==> src/hdl/spmta_pkg.sv <==
// ============================================================================
// spmta_pkg: shared types and constants for the sparse polynomial merge adder
// Holds the store depth, index widths, item kind codes, term record and the
// controller state type.
// ============================================================================
package spmta_pkg;

    // Store depth, terms per polynomial
    localparam int TERMS_MAX = 16;
    // Address bits into one store
    localparam int IDX_W = (TERMS_MAX > 1) ? $clog2(TERMS_MAX) : 1;
    // Count bits, able to hold TERMS_MAX itself
    localparam int CNT_W = $clog2(TERMS_MAX + 1);
    localparam logic [CNT_W-1:0] TERMS_FULL = CNT_W'(TERMS_MAX);

    // Input item kinds
    localparam logic [1:0] KIND_LOAD_A = 2'd0;
    localparam logic [1:0] KIND_LOAD_B = 2'd1;
    localparam logic [1:0] KIND_RUN    = 2'd2;

    // One stored term
    typedef struct packed {
        logic signed [15:0] coef;
        logic        [15:0] expo;
    } t_term;

    typedef enum logic {
        ST_IDLE,
        ST_RUN
    } t_state;

endpackage

==> src/hdl/spmta_in_if.sv <==
// ============================================================================
// spmta_in_if: input channel of the sparse polynomial merge adder
// Carries load and run items with a valid/ready handshake.
// ============================================================================
interface spmta_in_if;
    logic               valid;
    logic               ready;
    logic        [1:0]  kind;
    logic signed [15:0] coefficient;
    logic        [15:0] exponent;

    modport source (output valid, output kind, output coefficient, output exponent,
                    input ready);
    modport sink   (input valid, input kind, input coefficient, input exponent,
                    output ready);
endinterface

==> src/hdl/spmta_out_if.sv <==
// ============================================================================
// spmta_out_if: result channel of the sparse polynomial merge adder
// Carries merged terms with a valid/ready handshake.
// ============================================================================
interface spmta_out_if;
    logic               valid;
    logic               ready;
    logic signed [16:0] sum_coefficient;
    logic        [15:0] term_exponent;
    logic               last_term;
    logic               terms_dropped;

    modport source (output valid, output sum_coefficient, output term_exponent,
                    output last_term, output terms_dropped, input ready);
    modport sink   (input valid, input sum_coefficient, input term_exponent,
                    input last_term, input terms_dropped, output ready);
endinterface

==> src/hdl/sparse_poly_term_merge_add_unit.sv <==
// ============================================================================
// sparse_poly_term_merge_add_unit: sorted merge adder for sparse polynomials
// Loads two term lists into two term stores and merges them on a run item.
// ============================================================================
// Usage:
//   i_in  : load items (kind 0 first list, kind 1 second list) and run items
//           (kind 2). Kind 3 is taken and ignored.
//   o_out : one transfer per merged term; last_term marks the final term and
//           terms_dropped reports a load that found its store full.
// Timing:
//   Loads are accepted back to back while idle. A run holds i_in.ready low
//   until the merge is done, one term per cycle while o_out.ready does not
//   stall the output register, paced by the single read port of each term
//   store. The run transfer moves the controller to ST_RUN, and the first
//   term is then registered into the output register.
//   Each store's read address is the next merge index, so the registered
//   read data is always the entry at the current index.
// Reset:
//   Both term counts and the drop flag clear; store contents are undefined
//   until loaded. No clearing pass is needed.
// Stall:
//   While o_out.ready is low with a term pending, the merge holds its
//   indices. Loads may be accepted while the final term still waits.
// ============================================================================
module sparse_poly_term_merge_add_unit
    import spmta_pkg::*;
(
    input  logic         i_clk,
    input  logic         i_rst_n,
    spmta_in_if.sink     i_in,
    spmta_out_if.source  o_out
);

    // Term stores
    t_term mem_a [TERMS_MAX];
    t_term mem_b [TERMS_MAX];
    t_term r_rd_a;
    t_term r_rd_b;

    t_state             r_state, n_state;
    logic [CNT_W-1:0]   r_cnt_a, n_cnt_a;
    logic [CNT_W-1:0]   r_cnt_b, n_cnt_b;
    logic [CNT_W-1:0]   r_i, n_i;
    logic [CNT_W-1:0]   r_j, n_j;
    logic               r_drop, n_drop;

    logic               r_out_valid, n_out_valid;
    logic signed [16:0] r_out_coef, n_out_coef;
    logic [15:0]        r_out_exp, n_out_exp;
    logic               r_out_last, n_out_last;
    logic               r_out_drop, n_out_drop;

    logic               in_xfer;
    logic               load_a, load_b;
    logic               out_free;
    logic               a_ok, b_ok;
    logic               emit;
    logic               emit_last;

    assign in_xfer  = i_in.valid && i_in.ready;
    assign load_a   = in_xfer && (i_in.kind == KIND_LOAD_A) && (r_cnt_a < TERMS_FULL);
    assign load_b   = in_xfer && (i_in.kind == KIND_LOAD_B) && (r_cnt_b < TERMS_FULL);
    assign out_free = !r_out_valid || o_out.ready;
    assign a_ok     = r_i < r_cnt_a;
    assign b_ok     = r_j < r_cnt_b;

    assign i_in.ready            = (r_state == ST_IDLE);
    assign o_out.valid           = r_out_valid;
    assign o_out.sum_coefficient = r_out_coef;
    assign o_out.term_exponent   = r_out_exp;
    assign o_out.last_term       = r_out_last;
    assign o_out.terms_dropped   = r_out_drop;

    // Store write at the fill count, read at the next merge index
    always_ff @(posedge i_clk) begin
        if (load_a) begin
            mem_a[r_cnt_a[IDX_W-1:0]] <= t_term'{coef: i_in.coefficient,
                                                 expo: i_in.exponent};
        end
        if (load_b) begin
            mem_b[r_cnt_b[IDX_W-1:0]] <= t_term'{coef: i_in.coefficient,
                                                 expo: i_in.exponent};
        end
        r_rd_a <= mem_a[n_i[IDX_W-1:0]];
        r_rd_b <= mem_b[n_j[IDX_W-1:0]];
    end

    // Control registers
    always_ff @(posedge i_clk) begin
        if (!i_rst_n) begin
            r_state     <= ST_IDLE;
            r_cnt_a     <= '0;
            r_cnt_b     <= '0;
            r_i         <= '0;
            r_j         <= '0;
            r_drop      <= 1'b0;
            r_out_valid <= 1'b0;
        end else begin
            r_state     <= n_state;
            r_cnt_a     <= n_cnt_a;
            r_cnt_b     <= n_cnt_b;
            r_i         <= n_i;
            r_j         <= n_j;
            r_drop      <= n_drop;
            r_out_valid <= n_out_valid;
        end
    end

    // Output payload
    always_ff @(posedge i_clk) begin
        r_out_coef <= n_out_coef;
        r_out_exp  <= n_out_exp;
        r_out_last <= n_out_last;
        r_out_drop <= n_out_drop;
    end

    // Next state: loads, merge step, output register
    always_comb begin
        n_state     = r_state;
        n_cnt_a     = r_cnt_a;
        n_cnt_b     = r_cnt_b;
        n_i         = r_i;
        n_j         = r_j;
        n_drop      = r_drop;
        n_out_valid = r_out_valid && !o_out.ready;
        n_out_coef  = r_out_coef;
        n_out_exp   = r_out_exp;
        n_out_last  = r_out_last;
        n_out_drop  = r_out_drop;
        emit        = 1'b0;
        emit_last   = 1'b0;

        case (r_state)
            ST_IDLE: begin
                if (in_xfer) begin
                    case (i_in.kind)
                        KIND_LOAD_A: begin
                            if (load_a) n_cnt_a = r_cnt_a + 1'b1;
                            else        n_drop  = 1'b1;
                        end
                        KIND_LOAD_B: begin
                            if (load_b) n_cnt_b = r_cnt_b + 1'b1;
                            else        n_drop  = 1'b1;
                        end
                        KIND_RUN: begin
                            n_state = ST_RUN;
                        end
                        default: begin
                        end
                    endcase
                end
            end
            ST_RUN: begin
                if (!a_ok && !b_ok) begin
                    // both lists empty: finish without a term
                    n_state = ST_IDLE;
                    n_cnt_a = '0;
                    n_cnt_b = '0;
                    n_i     = '0;
                    n_j     = '0;
                    n_drop  = 1'b0;
                end else if (out_free) begin
                    emit       = 1'b1;
                    n_out_drop = r_drop;
                    if (a_ok && b_ok && (r_rd_a.expo == r_rd_b.expo)) begin
                        n_out_coef = {r_rd_a.coef[15], r_rd_a.coef}
                                   + {r_rd_b.coef[15], r_rd_b.coef};
                        n_out_exp  = r_rd_a.expo;
                        n_i        = r_i + 1'b1;
                        n_j        = r_j + 1'b1;
                    end else if (a_ok && (!b_ok || (r_rd_a.expo > r_rd_b.expo))) begin
                        n_out_coef = {r_rd_a.coef[15], r_rd_a.coef};
                        n_out_exp  = r_rd_a.expo;
                        n_i        = r_i + 1'b1;
                    end else begin
                        n_out_coef = {r_rd_b.coef[15], r_rd_b.coef};
                        n_out_exp  = r_rd_b.expo;
                        n_j        = r_j + 1'b1;
                    end
                    emit_last   = !(n_i < r_cnt_a) && !(n_j < r_cnt_b);
                    n_out_valid = 1'b1;
                    n_out_last  = emit_last;
                    if (emit_last) begin
                        // run done: empty both stores and clear the drop flag
                        n_state = ST_IDLE;
                        n_cnt_a = '0;
                        n_cnt_b = '0;
                        n_i     = '0;
                        n_j     = '0;
                        n_drop  = 1'b0;
                    end
                end
            end
            default: begin
                n_state = ST_IDLE;
            end
        endcase
    end

    // Merge indices never pass their fill counts
    a_idx_bound: assert property (@(posedge i_clk) disable iff (!i_rst_n)
        (r_i <= r_cnt_a) && (r_j <= r_cnt_b))
        else $error("merge index beyond fill count");

    // Fill counts never pass the store depth
    a_cnt_bound: assert property (@(posedge i_clk) disable iff (!i_rst_n)
        (r_cnt_a <= TERMS_FULL) && (r_cnt_b <= TERMS_FULL))
        else $error("fill count beyond store depth");

    // Indices rest at zero while idle so the first read is entry zero
    a_idle_idx: assert property (@(posedge i_clk) disable iff (!i_rst_n)
        (r_state == ST_IDLE) |-> (r_i == '0) && (r_j == '0))
        else $error("merge index not cleared in idle");

    // An accepted load into store A with room advances its count
    a_load_cnt: assert property (@(posedge i_clk) disable iff (!i_rst_n)
        load_a |=> (r_cnt_a == $past(r_cnt_a) + 1'b1))
        else $error("load did not advance fill count");

    // The final term ends the run and empties both stores
    a_last_done: assert property (@(posedge i_clk) disable iff (!i_rst_n)
        (emit && emit_last) |=> (r_state == ST_IDLE) && (r_cnt_a == '0)
                                && (r_cnt_b == '0) && r_out_valid && r_out_last)
        else $error("run did not finish after final term");

endmodule
==> src/flat_wrapper.sv <==
// flat-port wrapper written by rule: the top's interface ports become plain ports
module sparse_poly_term_merge_add_unit_flat import spmta_pkg::*;
  (i_clk, i_rst_n, i_in_valid, i_in_kind, i_in_coefficient, i_in_exponent, i_in_ready, o_out_valid, o_out_sum_coefficient, o_out_term_exponent, o_out_last_term, o_out_terms_dropped, o_out_ready);
  spmta_in_if i_in_i ();
  spmta_out_if o_out_i ();
  input  logic i_clk;
  input  logic i_rst_n;
  input wire logic [$bits(i_in_i.valid)-1:0] i_in_valid;
  input wire logic [$bits(i_in_i.kind)-1:0] i_in_kind;
  input wire logic [$bits(i_in_i.coefficient)-1:0] i_in_coefficient;
  input wire logic [$bits(i_in_i.exponent)-1:0] i_in_exponent;
  output wire logic [$bits(i_in_i.ready)-1:0] i_in_ready;
  output wire logic [$bits(o_out_i.valid)-1:0] o_out_valid;
  output wire logic [$bits(o_out_i.sum_coefficient)-1:0] o_out_sum_coefficient;
  output wire logic [$bits(o_out_i.term_exponent)-1:0] o_out_term_exponent;
  output wire logic [$bits(o_out_i.last_term)-1:0] o_out_last_term;
  output wire logic [$bits(o_out_i.terms_dropped)-1:0] o_out_terms_dropped;
  input wire logic [$bits(o_out_i.ready)-1:0] o_out_ready;
  assign i_in_i.valid = i_in_valid;
  assign i_in_i.kind = i_in_kind;
  assign i_in_i.coefficient = i_in_coefficient;
  assign i_in_i.exponent = i_in_exponent;
  assign i_in_ready = i_in_i.ready;
  assign o_out_valid = o_out_i.valid;
  assign o_out_sum_coefficient = o_out_i.sum_coefficient;
  assign o_out_term_exponent = o_out_i.term_exponent;
  assign o_out_last_term = o_out_i.last_term;
  assign o_out_terms_dropped = o_out_i.terms_dropped;
  assign o_out_i.ready = o_out_ready;
  sparse_poly_term_merge_add_unit u_core (.i_clk(i_clk), .i_rst_n(i_rst_n), .i_in(i_in_i), .o_out(o_out_i));
endmodule
==> config.mk <==
export PLATFORM = sky130hd
export DESIGN_NAME = sparse_poly_term_merge_add_unit_flat
export DESIGN_NICKNAME = d
export VERILOG_FILES = /design/src/hdl/spmta_pkg.sv /design/src/hdl/spmta_in_if.sv /design/src/hdl/spmta_out_if.sv /design/src/hdl/sparse_poly_term_merge_add_unit.sv /design/src/flat_wrapper.sv
export SDC_FILE = /design/constraint.sdc
export NUM_CORES = 1
export LEC_CHECK = 0
export BUFFER_PORTS_ARGS = -buffer_cell sky130_fd_sc_hd__buf_2
export CORE_UTILIZATION = 45
export DETAILED_ROUTE_END_ITERATION = 10
export SYNTH_ARGS = -nofsm -noshare
export SYNTH_HDL_FRONTEND = slang
export SYNTH_SLANG_ARGS = --single-unit
==> constraint.sdc <==
create_clock -name i_clk -period 10.1 [get_ports i_clk]
set_clock_uncertainty 0.1 [all_clocks]
set_input_delay 0 -clock i_clk [delete_from_list [all_inputs] [get_ports i_clk]]
set_output_delay 0 -clock i_clk [all_outputs]
set_load 0.005 [all_outputs]
==> results of run 1 <==
## through the flow
| step | area, um2 | power [W] | setup slack (ns) | std cells | hold WS (ns) |
|---|---|---|---|---|---|
| CTS | 52400 | 0.00979 | 3.19 | 4825 | 0.0734 |
| floorplan | 46200 | 0.00541 | 4.82 | 3267 | -0.00113 |
| detailed placement | 48200 | 0.00553 | 3.22 | 4579 | 0.232 |
| finish | 52400 | 0.00973 | 3.13 | 4825 | 0.111 |
| global route | 52400 | 0.0100 | 2.74 | 4825 | 0.0955 |
| global placement | 48200 | 0.00552 | 3.37 | 4579 | 0.230 |
## worst paths after layout
kind,start,end,slack [ns],cells after the start
worst min register to register,u_core.r_drop$_SDFFE_PN0P_,u_core.o_out.terms_dropped$_DFFE_PP_,0.38,0
worst max-delay path,u_core.r_cnt_b[2]$_SDFFE_PN0P_,u_core.r_rd_b[20]$_DFF_P_,3.13,23
worst max register to register,u_core.r_cnt_b[2]$_SDFFE_PN0P_,u_core.r_rd_b[20]$_DFF_P_,3.13,23
worst min-delay path,i_rst_n,u_core.r_i[1]$_SDFF_PN0_,0.11,3
## cell families after synthesis
logic type / share of synthesized area, %
DFF: 72.6
and+or+nand+nor: 10.1
AOI/OAI and AO/OA: 6.14
muxes: 7.20
buffers and inverters: 2.06
adders and majority gates: 1.61
xor gates and xnor gates: 0.360
## power groups by stage
stage	clock, W	sequential (W)	combinational (W)
6_report	0.00429	0.00522	0.000227
3_3_place_gp	0	0.00532	0.000203
2_1_floorplan	0	0.00532	0.0000937
3_5_place_dp	0	0.00532	0.000211
5_1_grt	0.00453	0.00522	0.000247
4_1_cts	0.00435	0.00522	0.000225
## flip-flops by register name, summed over array words and instances (netlist names)
register	count
u_core.r_cnt_b	5
u_core.o_out.terms_dropped	1
u_core.r_i	5
u_core.r_j	5
u_core.o_out.valid	1
u_core.mem_a	512
u_core.r_rd_b	32
u_core.mem_b	512
u_core.r_cnt_a	5
u_core.r_drop	1
u_core.o_out.sum_coefficient	17
u_core.r_state	1
u_core.o_out.last_term	1
u_core.r_rd_a	32
u_core.o_out.term_exponent	16
## area by class of cell
cell class              instances  area (um2)
fillers                      8315       49300
flip-flops and latches       1146       33500
multi-input cells            1893       12000
clock buffers                 147        3060
well taps                    1368        1710
repair buffers                166        1240
clock inverters                59         727
inverters                      46         173
## worst max-delay path, cell delays in order (launching register included)
cell,delay (ns)
dfxtp_1,0.53
inv_1,0.17
ha_1,0.32
a21o_1,0.11
a31oi_1,0.05
o21ai_1,0.39
nor2_2,0.14
a21oi_4,0.74
nand2_1,0.18
xor2_1,0.27
inv_1,0.07
ha_1,0.29
a21o_1,0.17
a2111o_1,0.43
a2111oi_1,0.50
nor4b_2,0.09
buf_4,0.22
o221ai_4,0.17
buf_4,0.75
buf_4,0.62
nand2_1,0.11
nand3_1,0.10
o211ai_1,0.12
nand4_1,0.19
## cell usage after synthesis, drive strengths merged (8+ instances only)
master / number / area [um2]
dfxtp: 87 / 1740
clkbuf: 120 / 450
a21o: 10 / 82.6
mux2i: 259 / 2590
ha: 58 / 726
o21ai: 52 / 264
and2: 21 / 131
a22oi: 46 / 345
buf: 62 / 328
inv: 46 / 173
mux2: 65 / 736
o21a: 8 / 60.1
a211oi: 8 / 65.1
o221ai: 35 / 313
o211ai: 162 / 1220
nand3: 172 / 861
nor3: 19 / 95.1
xnor2: 14 / 123
nand4: 45 / 288
a21oi: 38 / 201
nor2: 45 / 179
edfxtp: 1059 / 31800
nand2: 766 / 2880
## metal layers
layer / vias up / share of wire, %
li1: 12400 / -
met1: 13900 / 44
met2: 990 / 46
met3: 216 / 6.3
met4: 2 / 3.2
met5: - / 0.016
==> results.cfg, run 1 <==
[sta]
slew_headroom_pct = 23.2
report.final.slew_viol_count = 0
setup_viol = 0
period_share_pct = 69.1
hold_viol = 0
timing.setup.tns_ns = 0
clock.fmax_ghz = 0.143
rsz0062_at_grt = false
fin_crit_ns = 6.97
tightest_slew_ns = 1.15

[grt]
met3_usage_pct = 3.08
antenna_found_initial = 4
grt_max_degree = 202
use_met1_pct = 32.7
grt_pass1_wl_um = 174000
grt_usage_pct = 22.9
top_usage_layer = met2
grt_pass1_vias = 26700
grt-ovfl-total = 0
grt_use_met2_pct = 35.9

[cells_and_area]
final_common_cell = edfxtp_1
final_util_pct = 51.5
nets = 3462
diodes = 0
area_growth_syn_to_layout_pct = 13.4
final_cell_mix = edfxtp_1 (1,059), nand2_1 (766), mux2i_1 (259)
drive_above_1_share_pct = 12.1

[route]
vias_per_cell = 5.71
drc = 0
dr_total_vias = 27500
avgRoutedWirePerCell_um = 24.7
drtPass1Iterations = 6
ant_nets = 0
drt_iter0_markers = 2753
wirelength_um = 119000

[power_and_ir_drop]
sw_frac_of_total_pct = 19.8
ir_worst_vdd_uv = 131
power.leakage_nw = 17.4
p_int_w = 0.00780
p_seq_share_pct = 53.6
combPwrFrac_pct = 2.3
clockPowerShare_pct = 44.0
power.density_nw_per_um2 = 186
switchingPower_w = 0.00193

[clock_network]
cts_hold_buf = 40
clock_sinks = 1146
cts_tree = yes
clk_latency_ns = 0.69
cts_setup_buffers = 0
clk_pin_slew_ns = 0.06
clockRootBuffer = clkbuf_16
post_cts_resized = 0
htreeDepth = 3
cts_buffers = 112
cts.path.max_buffers = 3

[die]
die_width_um = 322
io_pins = 75
fp-row-count = 117
initial_core_util_pct = 45.4
core_um2 = 102000
dieArea_um2 = 104000
die_h_um = 322

[synthesis]
synth_area_um2 = 46200
synth-main-ff-cell = edfxtp_1
synth_cells = 3267
ys_async_sr_fraction_pct = 0
yosysUniqueCellTypes = 70
yosys_warnings = 0
avgSynthCellArea_um2 = 14.1
synth_edf_count = 1059
ys_seq_area_share_pct = 72.6
ys_seq_elements = 1146
syn_nets = 3364

[setup_path]
startpoint_type = flip-flop
cp.arrival_ns = 7.49
critPathMaxFanout = 83
cp-end-kind = flip-flop
crit_type = flip-flop to flip-flop
critPathRequiredTime_ns = 10.62

[flow_run]
drv_cap = 0

[placed_design]
gp_congestion = 0.862
dp_hpwl_um = 63300
portBuffers = 74

[hold_path]
hp-class = input port to flip-flop

[run_status]
outcome = complete, no violations
No activity file was read; power rests on OpenSTA's default activity.
==> run 2: changes to the inputs <==
Settings changed: ABC_AREA from default to 1.
Clock period 10.1 ns to 5.9 ns, I/O delays scaled along.
==> run 2 against run 1 <==
Against the previous run:
- maximum frequency rose by 28%
- hold slack lost 0.062 ns
- cell count rose by 30%
- highest routed layer unchanged
- sequential share of layout area shrank 4.3 points
==> results.cfg, run 2 <==
[cells_and_area]
fin_area_um2 = 56200
fin_cells = 6285
seq_area_um2 = 33500
area_growth_syn_to_layout_pct = 12.3
multi_input_area_um2 = 12700
final_cell_mix = nand3_1 (1,165), edfxtp_1 (1,059), nand2_1 (943)
final_common_cell = nand3_1
final_util_pct = 51.3
nets = 4804
drive_above_1_share_pct = 7.86
fill_cells = 9516

[setup_path]
r2r_start = u_core.r_cnt_a[2]$_SDFFE_PN0P_
cp_common_cell = nand3_1
cp.arrival_ns = 5.93
startpoint_type = flip-flop
crit_cells = 24
cp_top_family = buffers and inverters
crit_type = flip-flop to flip-flop
worst_r2r_path_depth = 24
reg2reg_to = u_core.r_rd_b[5]$_DFF_P_
cpPeakStageDelay_ns = 0.68
crit_buf_inv = 5
critPathMaxFanout = 66
crit_chain = inv_1, ha_1, a21oi_1, or2_2, nand3_1, a41oi_2, inv_1, nor2_1, xor2_1, inv_1, ha_1, a21oi_1, nor2_1, a211oi_1, nand2_1, nand2_4, nand3_4, buf_4, buf_4, nand3_1, nand3_1, nand3_1, nand3_1, nand2_1
critPathRequiredTime_ns = 6.38
cpMaxStageDelayCell = buf_4
cp-end-kind = flip-flop
r2r_slack_ns = 0.45

[power_and_ir_drop]
p_seq_share_pct = 53.4
sw_frac_of_total_pct = 21.2
power.density_nw_per_um2 = 298
ir_worst_vdd_uv = 297
combPwrFrac_pct = 3.0
clockPowerShare_pct = 43.6
p_int_w = 0.0132
switchingPower_w = 0.00355
power.leakage_nw = 22.5

[grt]
grt_max_degree = 153
grt-ovfl-total = 0
antenna_found_initial = 3
grt_pass1_vias = 32100
grt_pass1_wl_um = 205000
grt_usage_pct = 24.5

[synthesis]
ys_seq_elements = 1146
syn_nets = 4764
yosysMostFrequentCell = nand3_1
synth_edf_count = 1059
synth-main-ff-cell = edfxtp_1
synth.top_cell.area_share_pct = 63.6
synthTopCellsByCount = nand3_1 (1,165), edfxtp_1 (1,059), nand2_1 (944)
synth_area_um2 = 50000
ys_seq_area_share_pct = 67.1
ys_async_sr_fraction_pct = 0
yosys_warnings = 0
synth_cells = 4667
yosysUniqueCellTypes = 44
yosys-top-cells-area = edfxtp_1 (64%), nand3_1 (12%), nand2_1 (7.1%)
yosysTopAreaCell = edfxtp_1
avgSynthCellArea_um2 = 10.7

[route]
drtPass1Iterations = 5
avgRoutedWirePerCell_um = 21.9
wirelength_um = 137000
drt_iter0_markers = 3509
ant_nets = 0
dr_total_vias = 33800
drc = 0
vias_per_cell = 5.38

[sta]
period_share_pct = 92.3
setup_slack_ns = 0.452
setup_viol = 0
fin_crit_ns = 5.45
tightest_slew_ns = 1.23
timing.setup.tns_ns = 0
hold_viol = 0
clock.fmax_ghz = 0.184
report.final.slew_viol_count = 0
rsz0062_at_grt = false
slew_headroom_pct = 18.1

[hold_path]
worstHoldEndpoint = u_core.r_cnt_a[0]$_SDFFE_PN0P_
min_path_cells = 4
hp-class = input port to flip-flop
min_from = i_rst_n

[die]
fp-row-count = 121
dieArea_um2 = 112000
die_width_um = 335
io_pins = 75
core_um2 = 109000
initial_core_util_pct = 45.7
die_h_um = 335

[placed_design]
pre_cts_ws_ns = 0.539
gp_congestion = 0.862
place_area_um2 = 52000
dp_hpwl_um = 74500
portBuffers = 74
placed_cells = 6021

[clock_network]
cts_hold_buf = 42
cts.path.max_buffers = 3
clk_pin_slew_ns = 0.07
cts_buffers = 118
clk_latency_ns = 0.72
post_cts_resized = 0
clock_sinks = 1146
clockRootBuffer = clkbuf_16
htreeDepth = 3
cts_tree = yes
cts_setup_buffers = 0

[run_status]
outcome = complete, no violations

[flow_run]
drv_cap = 0
[run 2: cell count changes in the layout (fill, tap and decap cells not counted), moves of 17 or more]
cell and delta:
nand3b_1 +128, mux2i_1 -259, nand4_1 -35, mux2_2 -64
buf_4 +17, o221ai_1 -32, nand3_1 +993, o211ai_1 -158
nand2_1 +177, a22oi_1 -32, inv_1 +672, nor2_4 +20
[run 2: area by class of cell]
type                       instances  area share (%)
multi-input combinational       2524            22.7
tap                             1476            3.29
clock inverter                    74            1.19
inverter                         724            4.85
antenna                            2         0.00891
timing repair buffer             193            2.75
clock buffer                     146            5.52
sequential                      1146            59.7
[run 2: logic make-up (layout without fill, tap and decap cells)]
family                     after synthesis  in the layout  share of synthesized area [%]
buffers and inverters                  997           1137                           8.16
other                                    0              2                              0
DFF                                   1146           1146                           67.1
adders and majority gates               59             59                           1.49
and+or+nand+nor                       2326           2326                           21.5
xor gates and xnor gates                20             20                          0.350
AOI/OAI and AO/OA                      119            119                           1.45
[run 2: worst max-delay path by stage]
stage	from	endpoint	slack, ns
floorplan	u_core.r_cnt_b[2]$_SDFFE_PN0P_	u_core.r_rd_b[10]$_DFF_P_	2.16
CTS	u_core.r_cnt_a[2]$_SDFFE_PN0P_	u_core.r_rd_b[5]$_DFF_P_	0.51
detailed placement	u_core.r_cnt_a[2]$_SDFFE_PN0P_	u_core.r_rd_b[5]$_DFF_P_	0.54
finish	u_core.r_cnt_a[2]$_SDFFE_PN0P_	u_core.r_rd_b[5]$_DFF_P_	0.45
global route	u_core.r_cnt_a[2]$_SDFFE_PN0P_	u_core.r_rd_b[29]$_DFF_P_	0.06
global placement	u_core.r_cnt_a[2]$_SDFFE_PN0P_	u_core.r_rd_b[5]$_DFF_P_	0.67
[run 2: stage by stage]
stage,total power [W],hold slack (ns)
final,0.0168,0.0497
after global routing,0.0172,0.0585
after CTS,0.0169,0.00648
after detailed placement,0.00960,0.226
after global placement,0.00960,0.222
after floorplan,0.00935,-0.00113
[run 2: power groups by stage]
stage / clock [W] / sequential [W] / combinational (W)
floorplan: 0 / 0.00911 / 0.000239
global placement: 0 / 0.00912 / 0.000474
detailed placement: 0 / 0.00912 / 0.000479
CTS: 0.00740 / 0.00895 / 0.000504
global route: 0.00769 / 0.00895 / 0.000559
finish: 0.00731 / 0.00895 / 0.000507
[run 2: worst register-to-register path, stage by stage, from the launching register on]
cell and delay, ns:
dfxtp_1 0.38, inv_1 0.13, ha_1 0.32, a21oi_1 0.12
or2_2 0.11, nand3_1 0.20, a41oi_2 0.39, inv_1 0.10
nor2_1 0.19, xor2_1 0.30, inv_1 0.08, ha_1 0.30
a21oi_1 0.06, nor2_1 0.09, a211oi_1 0.05, nand2_1 0.11
nand2_4 0.13, nand3_4 0.14, buf_4 0.63, buf_4 0.75
nand3_1 0.18, nand3_1 0.13, nand3_1 0.09, nand3_1 0.11
nand2_1 0.13
[run 2: per-layer routing]
layer	track usage [%]	share of wire [%]	vias up
li1	-	-	15900
met1	35.3	44	16400
met2	38.2	46	1313
met3	3.88	8.1	208
met4	7.00	2.4	2
met5	0	0.0095	-
